<file path="src/argtok_pkg.sv">
// Shared types, constants and character helpers of the argument tokenizer.
package argtok_pkg;

   typedef enum logic [2:0] {
      MODE_START,
      MODE_WORD,
      MODE_QUOTED,
      MODE_ESCAPE,
      MODE_OCTAL,
      MODE_HEX,
      MODE_CLOSED
   } mode_type;

   typedef enum logic [1:0] {
      KIND_BYTE,
      KIND_END,
      KIND_LINE
   } kind_type;

   typedef struct packed {
      logic [7:0] ch;
      logic       line_end;
   } req_type;

   typedef struct packed {
      kind_type   kind;
      logic [7:0] data;
      logic [7:0] token_count;
      logic       last;
   } rsp_type;

   // results of one step: how many (0 to 2) and the results themselves
   typedef struct packed {
      logic [1:0] n;
      rsp_type    res0;
      rsp_type    res1;
   } step_out_type;

   localparam logic [7:0] CH_DQUOTE = 8'h22;
   localparam logic [7:0] CH_SQUOTE = 8'h27;
   localparam logic [7:0] CH_BSLASH = 8'h5C;
   localparam logic [7:0] CH_X      = 8'h78;
   localparam logic [1:0] ESC_DIGITS = 2'd2;

   function automatic rsp_type make_rsp(kind_type kind, logic [7:0] data, logic [7:0] count);
      rsp_type r;
      r.kind        = kind;
      r.data        = data;
      r.token_count = count;
      r.last        = 1'b0;
      return r;
   endfunction

   function automatic logic is_space(logic [7:0] c);
      return (c == 8'h20) || ((c >= 8'h09) && (c <= 8'h0D));
   endfunction

   function automatic logic is_octal(logic [7:0] c);
      return (c >= 8'h30) && (c <= 8'h37);
   endfunction

   // bit 4: character is a hex digit, bits 3:0: its value
   function automatic logic [4:0] hex_digit(logic [7:0] c);
      logic [4:0] r;
      r = 5'd0;
      if ((c >= 8'h30) && (c <= 8'h39)) begin
         r = {1'b1, 4'(c - 8'h30)};
      end else if ((c >= 8'h61) && (c <= 8'h66)) begin
         r = {1'b1, 4'(c - 8'h57)};
      end else if ((c >= 8'h41) && (c <= 8'h46)) begin
         r = {1'b1, 4'(c - 8'h37)};
      end
      return r;
   endfunction

   // bit 8: character is a named escape, bits 7:0: the byte it stands for
   function automatic logic [8:0] named_escape(logic [7:0] c);
      logic [8:0] r;
      unique case (c)
         8'h6E:   r = {1'b1, 8'd10};
         8'h72:   r = {1'b1, 8'd13};
         8'h74:   r = {1'b1, 8'd9};
         8'h62:   r = {1'b1, 8'd8};
         8'h61:   r = {1'b1, 8'd7};
         8'h66:   r = {1'b1, 8'd12};
         default: r = 9'd0;
      endcase
      return r;
   endfunction

endpackage

</file>
<file path="src/argtok_parser.sv">
// Parse state registers and the per-character step logic of the tokenizer.
module argtok_parser
   import argtok_pkg::*;
#(
   parameter int MAX_TOKENS = 255
) (
   input  logic         clock,
   input  logic         reset,
   input  logic         step,
   input  req_type      item,
   output step_out_type res_o
);

   localparam int CAP = (MAX_TOKENS < 255) ? MAX_TOKENS : 255;
   localparam logic [7:0] CAP_W = 8'(CAP);

   mode_type   mode_ff, mode_in;
   logic       qdbl_ff, qdbl_in;
   logic [8:0] esc_ff, esc_in;
   logic [1:0] digits_ff, digits_in;
   logic       nonempty_ff, nonempty_in;
   logic [7:0] seen_ff, seen_in;

   logic [7:0] c;
   logic [7:0] seen_inc;
   logic       c_space, c_quote, q_esc, q_close;
   logic [4:0] hex_d;
   logic [8:0] named_d;
   logic [8:0] oct_val, hex_val;
   logic [1:0] n;
   rsp_type    res0, res1;

   assign c        = item.ch;
   assign seen_inc = (seen_ff < CAP_W) ? (seen_ff + 8'd1) : seen_ff;
   assign c_space  = is_space(c);
   assign c_quote  = (c == CH_DQUOTE) || (c == CH_SQUOTE);
   assign q_esc    = (c == CH_BSLASH) && qdbl_ff;
   assign q_close  = (c == (qdbl_ff ? CH_DQUOTE : CH_SQUOTE));
   assign hex_d    = hex_digit(c);
   assign named_d  = named_escape(c);
   assign oct_val  = {esc_ff[5:0], c[2:0]};
   assign hex_val  = {esc_ff[4:0], hex_d[3:0]};

   always_comb begin
      mode_in     = mode_ff;
      qdbl_in     = qdbl_ff;
      esc_in      = esc_ff;
      digits_in   = digits_ff;
      nonempty_in = nonempty_ff;
      seen_in     = seen_ff;
      n           = 2'd0;
      res0        = make_rsp(KIND_BYTE, 8'd0, 8'd0);
      res1        = make_rsp(KIND_BYTE, 8'd0, 8'd0);
      if (step) begin
         if (item.line_end) begin
            if (nonempty_ff) begin
               res0 = make_rsp(KIND_END, 8'd0, 8'd0);
               res1 = make_rsp(KIND_LINE, 8'd0, seen_inc);
               n    = 2'd2;
            end else begin
               res0 = make_rsp(KIND_LINE, 8'd0, seen_ff);
               n    = 2'd1;
            end
            mode_in     = MODE_START;
            qdbl_in     = 1'b0;
            esc_in      = 9'd0;
            digits_in   = 2'd0;
            nonempty_in = 1'b0;
            seen_in     = 8'd0;
         end else if (c != 8'd0) begin
            unique case (mode_ff)
               MODE_WORD: begin
                  if (c_space) begin
                     res0        = make_rsp(KIND_END, 8'd0, 8'd0);
                     seen_in     = seen_inc;
                     nonempty_in = 1'b0;
                     mode_in     = MODE_START;
                  end else begin
                     res0        = make_rsp(KIND_BYTE, c, 8'd0);
                     nonempty_in = 1'b1;
                  end
                  n = 2'd1;
               end
               MODE_QUOTED: begin
                  if (q_esc) begin
                     mode_in = MODE_ESCAPE;
                  end else if (q_close) begin
                     mode_in = MODE_CLOSED;
                  end else begin
                     res0        = make_rsp(KIND_BYTE, c, 8'd0);
                     nonempty_in = 1'b1;
                     n           = 2'd1;
                  end
               end
               MODE_ESCAPE: begin
                  mode_in = MODE_QUOTED;
                  if (named_d[8]) begin
                     res0        = make_rsp(KIND_BYTE, named_d[7:0], 8'd0);
                     nonempty_in = 1'b1;
                     n           = 2'd1;
                  end else if (is_octal(c)) begin
                     esc_in    = {6'd0, c[2:0]};
                     digits_in = ESC_DIGITS;
                     mode_in   = MODE_OCTAL;
                  end else if (c == CH_X) begin
                     esc_in    = 9'd0;
                     digits_in = ESC_DIGITS;
                     mode_in   = MODE_HEX;
                  end else begin
                     res0        = make_rsp(KIND_BYTE, c, 8'd0);
                     nonempty_in = 1'b1;
                     n           = 2'd1;
                  end
               end
               MODE_OCTAL, MODE_HEX: begin
                  if ((mode_ff == MODE_OCTAL) ? is_octal(c) : hex_d[4]) begin
                     esc_in    = (mode_ff == MODE_OCTAL) ? oct_val : hex_val;
                     digits_in = digits_ff - 2'd1;
                     if (digits_ff == 2'd1) begin
                        res0        = make_rsp(KIND_BYTE, esc_in[7:0], 8'd0);
                        nonempty_in = 1'b1;
                        mode_in     = MODE_QUOTED;
                        n           = 2'd1;
                     end
                  end else begin
                     // emit the escape, then treat the character inside the quotes
                     res0        = make_rsp(KIND_BYTE, esc_ff[7:0], 8'd0);
                     nonempty_in = 1'b1;
                     n           = 2'd1;
                     if (q_esc) begin
                        mode_in = MODE_ESCAPE;
                     end else if (q_close) begin
                        mode_in = MODE_CLOSED;
                     end else begin
                        mode_in = MODE_QUOTED;
                        res1    = make_rsp(KIND_BYTE, c, 8'd0);
                        n       = 2'd2;
                     end
                  end
               end
               MODE_CLOSED: begin
                  // commit the quoted token, then treat the character between tokens
                  res0        = make_rsp(KIND_END, 8'd0, 8'd0);
                  seen_in     = seen_inc;
                  nonempty_in = 1'b0;
                  mode_in     = MODE_START;
                  n           = 2'd1;
                  if (!c_space) begin
                     if (c_quote) begin
                        qdbl_in = (c == CH_DQUOTE);
                        mode_in = MODE_QUOTED;
                     end else begin
                        mode_in     = MODE_WORD;
                        res1        = make_rsp(KIND_BYTE, c, 8'd0);
                        nonempty_in = 1'b1;
                        n           = 2'd2;
                     end
                  end
               end
               default: begin
                  mode_in = MODE_START;
                  if (!c_space) begin
                     if (c_quote) begin
                        qdbl_in = (c == CH_DQUOTE);
                        mode_in = MODE_QUOTED;
                     end else begin
                        mode_in     = MODE_WORD;
                        res0        = make_rsp(KIND_BYTE, c, 8'd0);
                        nonempty_in = 1'b1;
                        n           = 2'd1;
                     end
                  end
               end
            endcase
         end
      end
      res0.last  = (n == 2'd1);
      res1.last  = 1'b1;
      res_o.n    = n;
      res_o.res0 = res0;
      res_o.res1 = res1;
   end

   always_ff @(posedge clock) begin
      if (reset) begin
         mode_ff     <= MODE_START;
         qdbl_ff     <= 1'b0;
         esc_ff      <= 9'd0;
         digits_ff   <= 2'd0;
         nonempty_ff <= 1'b0;
         seen_ff     <= 8'd0;
      end else begin
         mode_ff     <= mode_in;
         qdbl_ff     <= qdbl_in;
         esc_ff      <= esc_in;
         digits_ff   <= digits_in;
         nonempty_ff <= nonempty_in;
         seen_ff     <= seen_in;
      end
   end

endmodule

</file>
<file path="src/argtok_out_buf.sv">
// Two-entry result register that drains one transfer per cycle while rsp_stall is low.
module argtok_out_buf
   import argtok_pkg::*;
(
   input  logic         clock,
   input  logic         reset,
   input  logic         load,
   input  step_out_type res_i,
   output logic         room,
   output logic         rsp_valid,
   input  logic         rsp_stall,
   output rsp_type      rsp_data
);

   logic [1:0] cnt_ff, cnt_in;
   rsp_type    slot0_ff, slot0_in;
   rsp_type    slot1_ff, slot1_in;
   logic       pop;

   assign rsp_valid = (cnt_ff != 2'd0);
   assign rsp_data  = slot0_ff;
   assign pop       = rsp_valid && !rsp_stall;
   assign room      = (cnt_ff == 2'd0) || ((cnt_ff == 2'd1) && pop);

   always_comb begin
      cnt_in   = cnt_ff;
      slot0_in = slot0_ff;
      slot1_in = slot1_ff;
      if (load) begin
         cnt_in   = res_i.n;
         slot0_in = res_i.res0;
         slot1_in = res_i.res1;
      end else if (pop) begin
         cnt_in   = cnt_ff - 2'd1;
         slot0_in = slot1_ff;
      end
   end

   always_ff @(posedge clock) begin
      if (reset) begin
         cnt_ff <= 2'd0;
      end else begin
         cnt_ff <= cnt_in;
      end
      slot0_ff <= slot0_in;
      slot1_ff <= slot1_in;
   end

endmodule

</file>
<file path="src/shell_argument_tokenizer_top.sv">
// Top level of the shell-style argument tokenizer.
// Takes one command-line character per transfer on the req_ channel and streams
// argument tokens on the rsp_ channel: token bytes, a token-end marker after each
// token and a line-done result carrying the saturating token count when an item
// with line_end arrives. Unquoted words split on whitespace; single and double
// quotes open quoted tokens, and double quotes honour backslash escapes (named,
// up to three octal digits, x with up to two hex digits). An item is held in an
// input register, parsed, and its zero, one or two results are written into a
// two-entry result register, so the first result is offered on rsp_ once it has
// passed both the input register and the result register. Throughput is one
// character per cycle while neither rsp_stall nor a full result register holds
// the flow; an item that yields two results holds the next item in the input
// register while the result register drains one transfer per cycle, unless stalled.
// Items with a zero character and no line end produce no result.
module shell_argument_tokenizer_top
   import argtok_pkg::*;
#(
   parameter int MAX_TOKENS = 255
) (
   input  logic    clock,
   input  logic    reset,
   input  logic    req_valid,
   output logic    req_stall,
   input  req_type req_data,
   output logic    rsp_valid,
   input  logic    rsp_stall,
   output rsp_type rsp_data
);

   logic         in_vld_ff, in_vld_in;
   req_type      in_data_ff;
   logic         room;
   logic         adv;
   step_out_type step_res;

   // advance the held item once the result register can take all its results
   assign adv       = in_vld_ff && room;
   assign req_stall = in_vld_ff && !room;
   assign in_vld_in = req_stall ? in_vld_ff : req_valid;

   always_ff @(posedge clock) begin
      if (reset) begin
         in_vld_ff <= 1'b0;
      end else begin
         in_vld_ff <= in_vld_in;
      end
      if (req_valid && !req_stall) begin
         in_data_ff <= req_data;
      end
   end

   argtok_parser #(
      .MAX_TOKENS (MAX_TOKENS)
   ) u_parser (
      .clock (clock),
      .reset (reset),
      .step  (adv),
      .item  (in_data_ff),
      .res_o (step_res)
   );

   argtok_out_buf u_out_buf (
      .clock     (clock),
      .reset     (reset),
      .load      (adv),
      .res_i     (step_res),
      .room      (room),
      .rsp_valid (rsp_valid),
      .rsp_stall (rsp_stall),
      .rsp_data  (rsp_data)
   );

   // hold a blocked item in the input register
   a_hold_blocked: assert property (@(posedge clock) disable iff (reset)
      (in_vld_ff && !room) |=> (in_vld_ff && $stable(in_data_ff)))
      else $error("blocked input item lost or changed");

   a_data_zero: assert property (@(posedge clock) disable iff (reset)
      (rsp_valid && (rsp_data.kind != KIND_BYTE)) |-> (rsp_data.data == 8'd0))
      else $error("marker result carries data");

   a_count_zero: assert property (@(posedge clock) disable iff (reset)
      (rsp_valid && (rsp_data.kind != KIND_LINE)) |-> (rsp_data.token_count == 8'd0))
      else $error("token count outside line done");

   a_line_last: assert property (@(posedge clock) disable iff (reset)
      (rsp_valid && (rsp_data.kind == KIND_LINE)) |-> rsp_data.last)
      else $error("line done not marked last");

endmodule
</file>
<file path="config.mk">
export PLATFORM = sky130hd
export DESIGN_NAME = shell_argument_tokenizer_top
export DESIGN_NICKNAME = d
export VERILOG_FILES = /design/src/argtok_pkg.sv /design/src/argtok_parser.sv /design/src/argtok_out_buf.sv /design/src/shell_argument_tokenizer_top.sv
export SDC_FILE = /design/constraint.sdc
export NUM_CORES = 1
export LEC_CHECK = 0
export BUFFER_PORTS_ARGS = -buffer_cell sky130_fd_sc_hd__buf_2
export CORE_ASPECT_RATIO = 1.4
export CORE_MARGIN = 8
export CORE_UTILIZATION = 25
export CTS_BUF_LIST = sky130_fd_sc_hd__clkbuf_16
export DETAILED_ROUTE_END_ITERATION = 6
export PLACE_DENSITY = 0.39
export SETUP_SLACK_MARGIN = 0.02
export SKIP_CTS_REPAIR_TIMING = 1
export SLEW_MARGIN = 10
export SYNTH_ARGS = -nofsm -noshare
export SYNTH_HDL_FRONTEND = slang
export SYNTH_SLANG_ARGS = --single-unit
</file>
<file path="constraint.sdc">
create_clock -name clock -period 4.9 [get_ports clock]
set_input_delay 0.245 -clock clock [delete_from_list [all_inputs] [get_ports clock]]
set_output_delay 0.245 -clock clock [all_outputs]
set_load 0.005 [all_outputs]
</file>
==> impl_metrics.csv, run 1 <==
group,metric,value,unit
status,status,"completed",
setup_path,critical_path_class,"reg2reg",
setup_path,critPathTopFamily,"compound AO/OA/AOI/OAI gates",
logic_synthesis,synth_flop_cell,"edfxtp_1",
logic_synthesis,netlist_instances,526,
routing,wirelength,16.8,mm
layout,layout_common_cells,"53 x nand2_1, 45 x edfxtp_1, 39 x nor2_1",
logic_synthesis,ys_seq_area_frac,0.408,
setup_path,r2r_cells,8,
power_and_ir_drop,powerDensity,337,mW/mm^2
sta,setup_viol_count_final,0,
power_and_ir_drop,irDropWorstVdd,157,uV
sta,finalCritPeriodShare,0.726,
floorplanning,die_w,131,um
logic_synthesis,synth-simple-area-share,0.245,
sta,finalSetupTns,0,ns
routing,drtIter0Drc,471,
floorplanning,row_count,58,
sta,tightestPinTransition,1.15,ns
floorplanning,dieArea,0.0230,mm^2
logic_synthesis,synth_nets,548,
min_path,min_to,"in_data_ff[6]",
cts,tritoncts,"yes",
logic_synthesis,synth_xor_area_frac,0.00954,
placed_design,dp.final_hpwl,12.4,mm
layout,diodes,0,
floorplanning,pin_count,34,
logic_synthesis,synthMuxAreaShare,0.0221,
global_route,overflow,0,
layout,drive_gt1_frac,0.126,
cts,htreeDepth,3,
setup_path,r2r_setup_slack,1.34,ns
sta,hold_ws,0.0680,ns
setup_path,crit_start,"in_data_ff[1]",
setup_path,r2r-end,"u_parser.mode_ff[2]",
cts,cts_root_buf,"clkbuf_16",
sta,fmax,281,MHz
logic_synthesis,synth_compound_area_frac,0.239,
routing,dr.pass1.iters,5,
floorplanning,start_util,0.255,
layout,multi_input_area,0.00248,mm^2
logic_synthesis,yosysWarnings,0,
logic_synthesis,synth_fa_ha_area_frac,0.0245,
placed_design,portBuffers,33,
min_path,min_from,"req_data[6]",
min_path,hold_class,"in2reg",
floorplanning,core,0.0180,mm^2
setup_path,timing.critical_path.buf_inv,1,
logic_synthesis,synth-async-reset-ratio,0,
global_route,grt_pass1_vias,4353,
global_route,grt_pass1_wl,25.8,mm
routing,ant_nets,0,
cts,max-clock-path-buffers,2,
sta,grt_setup_unrepaired,"no",
logic_synthesis,synth_cell_types,75,
sta,hold_viol_final,0,
layout,layout_commonest_cell,"nand2_1",
power_and_ir_drop,power_leakage,0.00178,uW
cts,clkLatencyLatePin,0.35,ns
floorplanning,die_h,176,um
layout,syn_to_final_growth,14.9,%
routing,via_per_inst,5.54,
min_path,hold-path-cell-count,1,
setup_path,crit_chain,"inv_1, ha_1, nand2_1, o2111ai_1, a32oi_1, o32ai_1, or4_1, a21oi_1",
setup_path,cp_slowest_cell,"a32oi_1",
placed_design,gp_congestion,0.915,
logic_synthesis,synth_seq_cells,71,
logic_synthesis,synth-edff-count,45,
setup_path,crit_fanout,12,
sta,drv_slew,0,
routing,wire_per_inst,21.3,um
cts,clk_pin_slew,0.06,ns
setup_path,r2r-start,"in_data_ff[1]",
sta,min_period,3.56,ns
setup_path,cpPeakStageDelay,0.85,ns
layout,register_area,0.00187,mm^2
logic_synthesis,syn_area_per_cell,8.73,um^2
run,maxCapViolations,0,
layout,fill_cells,1976,
sta,maxSlewHeadroom,0.230,
routing,drcViolationCount,0,
cts,cts.sinks,71,
layout,finalNetCount,563,
setup_path,start_kind,"register",
global_route,grt_start_max_net_pins,30,
logic_synthesis,synth_area,0.00459,mm^2
setup_path,required,5.18,ns
routing,vias,4354,
setup_path,end_kind,"register",
global_route,antenna_found_initial,0,
logic_synthesis,synth_top_family_by_area,"simple AND/OR/NAND/NOR gates",
global_route,grt_usage,0.149,
cts,cts_buffers,9,
sta,clock_skew,0.00741,ns
setup_path,crit_arrival,3.83,ns
[cells in the mapped netlist (5+ instances only)]
cell	n	area share
o21ai_0	27	0.029
buf_2	7	0.0076
a31oi_1	11	0.015
or4_1	8	0.013
nand2b_1	8	0.011
nor3_1	26	0.028
dfxtp_1	26	0.11
clkbuf_1	25	0.020
or3_1	7	0.0095
a21oi_1	33	0.036
edfxtp_1	45	0.29
nand3_1	33	0.036
nand4b_1	5	0.0095
and2_1	7	0.0095
nor4_1	8	0.011
ha_1	9	0.025
mux2i_1	9	0.020
nor2_1	39	0.032
buf_1	5	0.0041
nand2_1	53	0.043
a211oi_1	6	0.0098
inv_1	23	0.019
a32o_1	11	0.024
[worst max-delay path by stage]
stage / endpoint / slack [ns] / depth (start not counted)
2_1_floorplan: u_parser.mode_ff[2] / 2.02 / 10
3_3_place_gp: u_parser.mode_ff[2] / 1.50 / 8
3_5_place_dp: u_parser.mode_ff[2] / 1.46 / 8
4_1_cts: u_parser.mode_ff[2] / 1.43 / 8
5_1_grt: u_parser.mode_ff[2] / 1.09 / 8
6_report: u_parser.mode_ff[2] / 1.34 / 8
[through the flow]
step,instances,power (uW),area (um^2),util,worst slack [ns]
after floorplan,526,963,4590,-,2.02
after global placement,770,1120,4980,0.277,1.50
after detailed placement,770,1110,4980,0.277,1.46
after CTS,786,1800,5280,0.293,1.43
after global routing,786,1860,5280,0.293,1.09
final,786,1780,5280,0.293,1.34
[power breakdown]
part | internal [uW] | switching [uW] | total [uW] | leakage (uW)
clock network | 395 | 284 | 679 | 0.000146
logic | 112 | 216 | 328 | 0.000994
registers | 716 | 53.9 | 770 | 0.000642
[registers in the layout (all words and copies together) (netlist names)]
register              flops
in_data_ff                9
u_parser.digits_ff        2
in_vld_ff                 1
u_out_buf.slot1_ff       17
u_parser.esc_ff           8
u_parser.mode_ff          3
u_parser.nonempty_ff      1
u_out_buf.cnt_ff          2
u_parser.qdbl_ff          1
u_parser.seen_ff          8
u_out_buf.rsp_data       19
[kinds of logic after synthesis]
group                    count (synthesis)
adder cells (fa/ha/maj)                  9
buffers and inverters                   62
AO/OA/AOI/OAI                          152
AND/OR/NAND/NOR                        217
flip-flops                              71
XOR/XNOR                                 5
multiplexers                            10
[per-layer routing]
metal  vias to the layer above  global-route usage  wire length (um)
met3                        52              0.0323               887
met5                         -                   0                 0
met4                         0               0.110              1190
li1                       2044                   -                 -
met2                       181               0.249              8280
met1                      2077               0.161              6400
[layout make-up]
| class | count | share of cell area |
|---|---|---|
| Multi-Input combinational cell | 393 | 0.471 |
| Sequential cell | 71 | 0.355 |
| Tap cell | 240 | 0.0569 |
| Timing Repair Buffer | 42 | 0.0441 |
| Clock buffer | 9 | 0.0427 |
| Inverter | 24 | 0.0171 |
| Clock inverter | 7 | 0.0133 |
Note: power is estimated with default switching activity, not from simulation.
==> inputs of run 2 (changes only) <==
Clock period 4.9 ns to 3.3 ns, I/O delays scaled along.
==> run 2 against run 1 <==
Sequential share of layout area down 2.0 points. Register-to-register slack worse by 1.1 ns. Maximum frequency up 17%. Cell count up 5.3%. Flip-flop and latch count unchanged. Worst hold slack worse by 0.030 ns. Combinational power up 70%. Non-clock buffer count up 42. Clock skew up 0.0031 ns. Critical endpoint is now u_parser.esc_ff[7].
==> impl_metrics.csv, run 2 (synthesis results as in run 1) <==
group,metric,value,unit
status,status,"completed",
routing,drtIter0Drc,301,
layout,largest_register_ffs,19,
floorplanning,pin_count,34,
setup_path,crit_arrival,3.32,ns
sta,grt_setup_unrepaired,"no",
setup_path,critPathTopFamily,"compound AO/OA/AOI/OAI gates",
cts,cts_buffers,9,
setup_path,start_kind,"register",
floorplanning,core,0.0180,mm^2
setup_path,timing.critical_path.buf_inv,1,
sta,drv_slew,0,
setup_path,crit_fanout,13,
placed_design,dp.final_hpwl,13.4,mm
global_route,grt_use_met3,0.0208,
floorplanning,die_h,176,um
setup_path,cp_slowest_cell,"a2111oi_4",
setup_path,required,3.57,ns
global_route,grt_pass1_wl,26.4,mm
sta,min_period,3.05,ns
sta,finalSetupTns,0,ns
routing,drcViolationCount,0,
global_route,grt_usage,0.154,
sta,maxSlewHeadroom,0.539,
global_route,met2_usage,0.267,
power_and_ir_drop,powerDensity,461,mW/mm^2
cts,cts_root_buf,"clkbuf_16",
routing,via_per_inst,5.35,
placed_design,portBuffers,33,
floorplanning,die_w,131,um
floorplanning,dieArea,0.0230,mm^2
layout,layout_commonest_cell,"nand2_1",
power_and_ir_drop,irDropWorstVdd,174,uV
sta,setup_viol_count_final,0,
layout,finalNetCount,605,
routing,vias,4426,
layout,diodes,0,
cts,htreeDepth,3,
sta,fmax,328,MHz
placed_design,gp_congestion,0.923,
routing,wire_per_inst,20.8,um
sta,finalCritPeriodShare,0.924,
sta,tightestPinTransition,0.689,ns
floorplanning,start_util,0.255,
routing,dr.pass1.iters,5,
layout,drive_gt1_frac,0.172,
setup_path,critical_path_class,"reg2reg",
layout,syn_to_final_growth,21.7,%
setup_path,end_kind,"register",
cts,clkLatencyLatePin,0.35,ns
global_route,grt_pass1_vias,4415,
routing,ant_nets,0,
power_and_ir_drop,power_leakage,0.00196,uW
cts,cts.sinks,71,
cts,tritoncts,"yes",
layout,final_core_util,0.311,
setup_path,crit_chain,"inv_1, ha_1, nor2_1, a2111oi_4, a32oi_2, a211o_1, or4_1, a21oi_1",
routing,wirelength,17.2,mm
global_route,top_usage_layer,"met2",
setup_path,cpPeakStageDelay,0.53,ns
global_route,grt_start_max_net_pins,30,
sta,clock_skew,0.0105,ns
layout,layout_common_cells,"53 x nand2_1, 45 x edfxtp_1, 42 x buf_4",
global_route,overflow,0,
global_route,use_met1,0.167,
cts,clk_pin_slew,0.07,ns
global_route,antenna_found_initial,0,
sta,hold_viol_final,0,
floorplanning,row_count,58,
cts,max-clock-path-buffers,2,
min_path,hold_class,"in2reg",
run,maxCapViolations,0,
run 2: cell types whose count changed in the layout (fill, tap and decap cells not counted), sizes merged:
cell	previous run	this run
bufinv	1	0
clkinvlp	1	2
buf	42	75
dlygate4sd3	0	9
run 2: power breakdown:
group | internal, uW | switching [uW] | total, uW | leakage [uW]
logic | 203 | 354 | 556 | 0.00119
registers | 1060 | 41.5 | 1100 | 0.000642
clock network | 509 | 407 | 916 | 0.000130
run 2: tightest hold or removal path, delay by kind of cell:
kind	cells	cell delay (ns)
simple gates	2	0.10
buf+inv	1	0.08
run 2: layout make-up:
cell class / instances / area (um^2)
multi-input combinational: 393 / 2480
clock buffer: 9 / 225
fill: 1962 / 12400
clock inverter: 7 / 46.3
inverter: 24 / 90.1
timing repair buffer: 84 / 571
sequential: 71 / 1870
tap: 240 / 300
run 2: final timing paths:
path / startpoint / to / slack (ns) / depth (start not counted)
worst max register to register: in_data_ff[2] / u_parser.esc_ff[7] / 0.25 / 8
worst min-delay path: req_valid / in_vld_ff / 0.04 / 3
worst min register to register: u_parser.esc_ff[5] / u_parser.esc_ff[5] / 0.47 / 2
worst max-delay path: in_data_ff[2] / u_parser.esc_ff[7] / 0.25 / 8
run 2: metal layers:
metal / share of wire / vias up / routed length [um]
li1: - / 2116 / -
met1: 0.39 / 2109 / 6650
met2: 0.51 / 151 / 8840
met3: 0.035 / 50 / 598
met4: 0.064 / 0 / 1110
met5: 0 / - / 0
run 2: metrics by stage:
stage          hold WS [ns]  total power, uW  cell area, um^2  worst slack, ns  instances
2_1_floorplan         0.264             1430             4590            0.416        526
3_3_place_gp          0.342             1680             5230            0.409        803
3_5_place_dp          0.343             1680             5230            0.344        803
4_1_cts             -0.0253             2620             5500            0.284        819
5_1_grt              0.0450             2720             5590           0.0768        828
6_report             0.0377             2580             5590            0.250        828
==> inputs of run 3 (changes only) <==
Settings changed: RECOVER_POWER set to 100, TNS_END_PERCENT set to 30.
==> run 3 against run 2 <==
Cell count did not move. Cell area down 0.87%. Clock power hardly changed. Sequential share of layout area up 0.29 points. Sequential power hardly changed. Routed wire length is essentially flat. Combinational power is 3% lower. Non-clock buffer count unchanged. Setup slack better by 0.00076 ns. Worst hold slack better by 0.00053 ns. Via count about the same. First-iteration DRC count decreased by 4.7%. Critical path type unchanged. Critical endpoint unchanged.
==> impl_metrics.csv, run 3 (synthesis results as in run 1) <==
group,metric,value,unit
layout,diodes,0,
global_route,overflow,0,
cts,clk_pin_slew,0.07,ns
setup_path,crit_path_end,"u_parser.esc_ff[7]",
sta,maxSlewHeadroom,0.237,
layout,multi_input_area,0.00248,mm^2
sta,drv_slew,0,
power_and_ir_drop,powerDensity,463,mW/mm^2
setup_path,r2r-end,"u_parser.esc_ff[7]",
layout,drive_gt1_frac,0.136,
layout,finalNetCount,605,
routing,wirelength,17.2,mm
floorplanning,pin_count,34,
setup_path,critPathTopFamily,"compound AO/OA/AOI/OAI gates",
layout,fill_cells,1983,
sta,fin_ws,0.251,ns
layout,layout_commonest_cell,"nand2_1",
routing,ant_nets,0,
setup_path,path_depth,8,
layout,syn_to_final_growth,20.7,%
layout,register_area,0.00187,mm^2
cts,clkLatencyLatePin,0.35,ns
layout,layout_common_cells,"53 x nand2_1, 45 x edfxtp_1, 39 x nor2_1",
floorplanning,die_h,176,um
setup_path,cpPeakStageDelay,0.51,ns
layout,final_core_util,0.308,
setup_path,r2r_cells,8,
setup_path,start_kind,"register",
floorplanning,start_util,0.255,
placed_design,portBuffers,33,
sta,finalSetupTns,0,ns
global_route,grt_usage,0.154,
cts,tritoncts,"yes",
setup_path,r2r-start,"in_data_ff[2]",
routing,drtIter0Drc,287,
floorplanning,row_count,58,
global_route,antenna_found_initial,0,
sta,finalCritPeriodShare,0.924,
setup_path,crit_start,"in_data_ff[2]",
cts,cts_root_buf,"clkbuf_16",
routing,dr.pass1.iters,5,
global_route,grt_pass1_wl,26.4,mm
cts,htreeDepth,3,
run,maxCapViolations,0,
power_and_ir_drop,power_leakage,0.00190,uW
setup_path,required,3.57,ns
placed_design,gp_congestion,0.923,
setup_path,crit_arrival,3.32,ns
power_and_ir_drop,irDropWorstVdd,174,uV
sta,setup_viol_count_final,0,
setup_path,crit_chain,"inv_1, ha_1, nor2_1, a2111oi_4, a32oi_2, a211o_1, or4_1, a21oi_1",
floorplanning,dieArea,0.0230,mm^2
sta,hold_ws,0.0382,ns
global_route,grt_pass1_vias,4415,
setup_path,r2r_setup_slack,0.25,ns
routing,drcViolationCount,0,
sta,fmax,328,MHz
cts,cts_buffers,9,
status,status,"completed",
floorplanning,die_w,131,um
cts,max-clock-path-buffers,2,
setup_path,end_kind,"register",
sta,tightestPinTransition,1.14,ns
routing,vias,4424,
floorplanning,core,0.0180,mm^2
cts,cts.sinks,71,
setup_path,crit_fanout,13,
sta,hold_viol_final,0,
power_and_ir_drop,power.total,2560,uW
sta,grt_setup_unrepaired,"no",
min_path,hold_class,"in2reg",
setup_path,critical_path_class,"reg2reg",
min_path,hold-path-cell-count,3,
setup_path,timing.critical_path.buf_inv,1,
routing,via_per_inst,5.34,
layout,largest_register_ffs,19,
sta,min_period,3.05,ns
placed_design,dp_slack,0.344,ns
routing,wire_per_inst,20.8,um
global_route,grt_start_max_net_pins,30,
sta,clock_skew,0.0106,ns
setup_path,cp_slowest_cell,"a2111oi_4",
placed_design,dp.final_hpwl,13.4,mm
## run 3: cell count changes in the layout (fill, tap and decap cells not counted), sizes merged
cell | previous run | this run
buf | 75 | 56
clkbuf | 9 | 28
## run 3: final cells by class
cell class                      instances  area share
Sequential cell                        71       0.338
Inverter                               24      0.0163
Multi-Input combinational cell        393       0.447
Clock inverter                          7     0.00836
Timing Repair Buffer                   84      0.0955
Tap cell                              240      0.0542
Clock buffer                            9      0.0407
## run 3: metrics by stage
step / instances / cell area, um^2
floorplan: 526 / 4590
global placement: 803 / 5230
detailed placement: 803 / 5230
CTS: 819 / 5500
global route: 828 / 5540
finish: 828 / 5540
## run 3: worst min-delay path by stage
stage | from | endpoint
2_1_floorplan | req_data[0] | in_data_ff[0]
3_3_place_gp | req_data[7] | in_data_ff[7]
3_5_place_dp | req_data[6] | in_data_ff[6]
4_1_cts | req_data[1] | in_data_ff[1]
5_1_grt | req_valid | in_vld_ff
6_report | req_valid | in_vld_ff
## run 3: worst register-to-register path: stages (launching register included)
cell	delay, ns
edfxtp_1	0.39
inv_1	0.20
ha_1	0.32
nor2_1	0.12
a2111oi_4	0.51
a32oi_2	0.31
a211o_1	0.52
or4_1	0.46
a21oi_1	0.15
## run 3: report_power, final
part / total [uW] / internal, uW / switching (uW)
Sequential: 1110 / 1070 / 41.5
Clock: 918 / 509 / 410
Combinational: 540 / 188 / 352
## run 3: metal layers
metal	track usage	up-vias	share of wire
li1	-	2122	-
met1	0.167	2085	0.39
met2	0.267	167	0.51
met3	0.0208	50	0.040
met4	0.113	0	0.064
met5	0	-	0
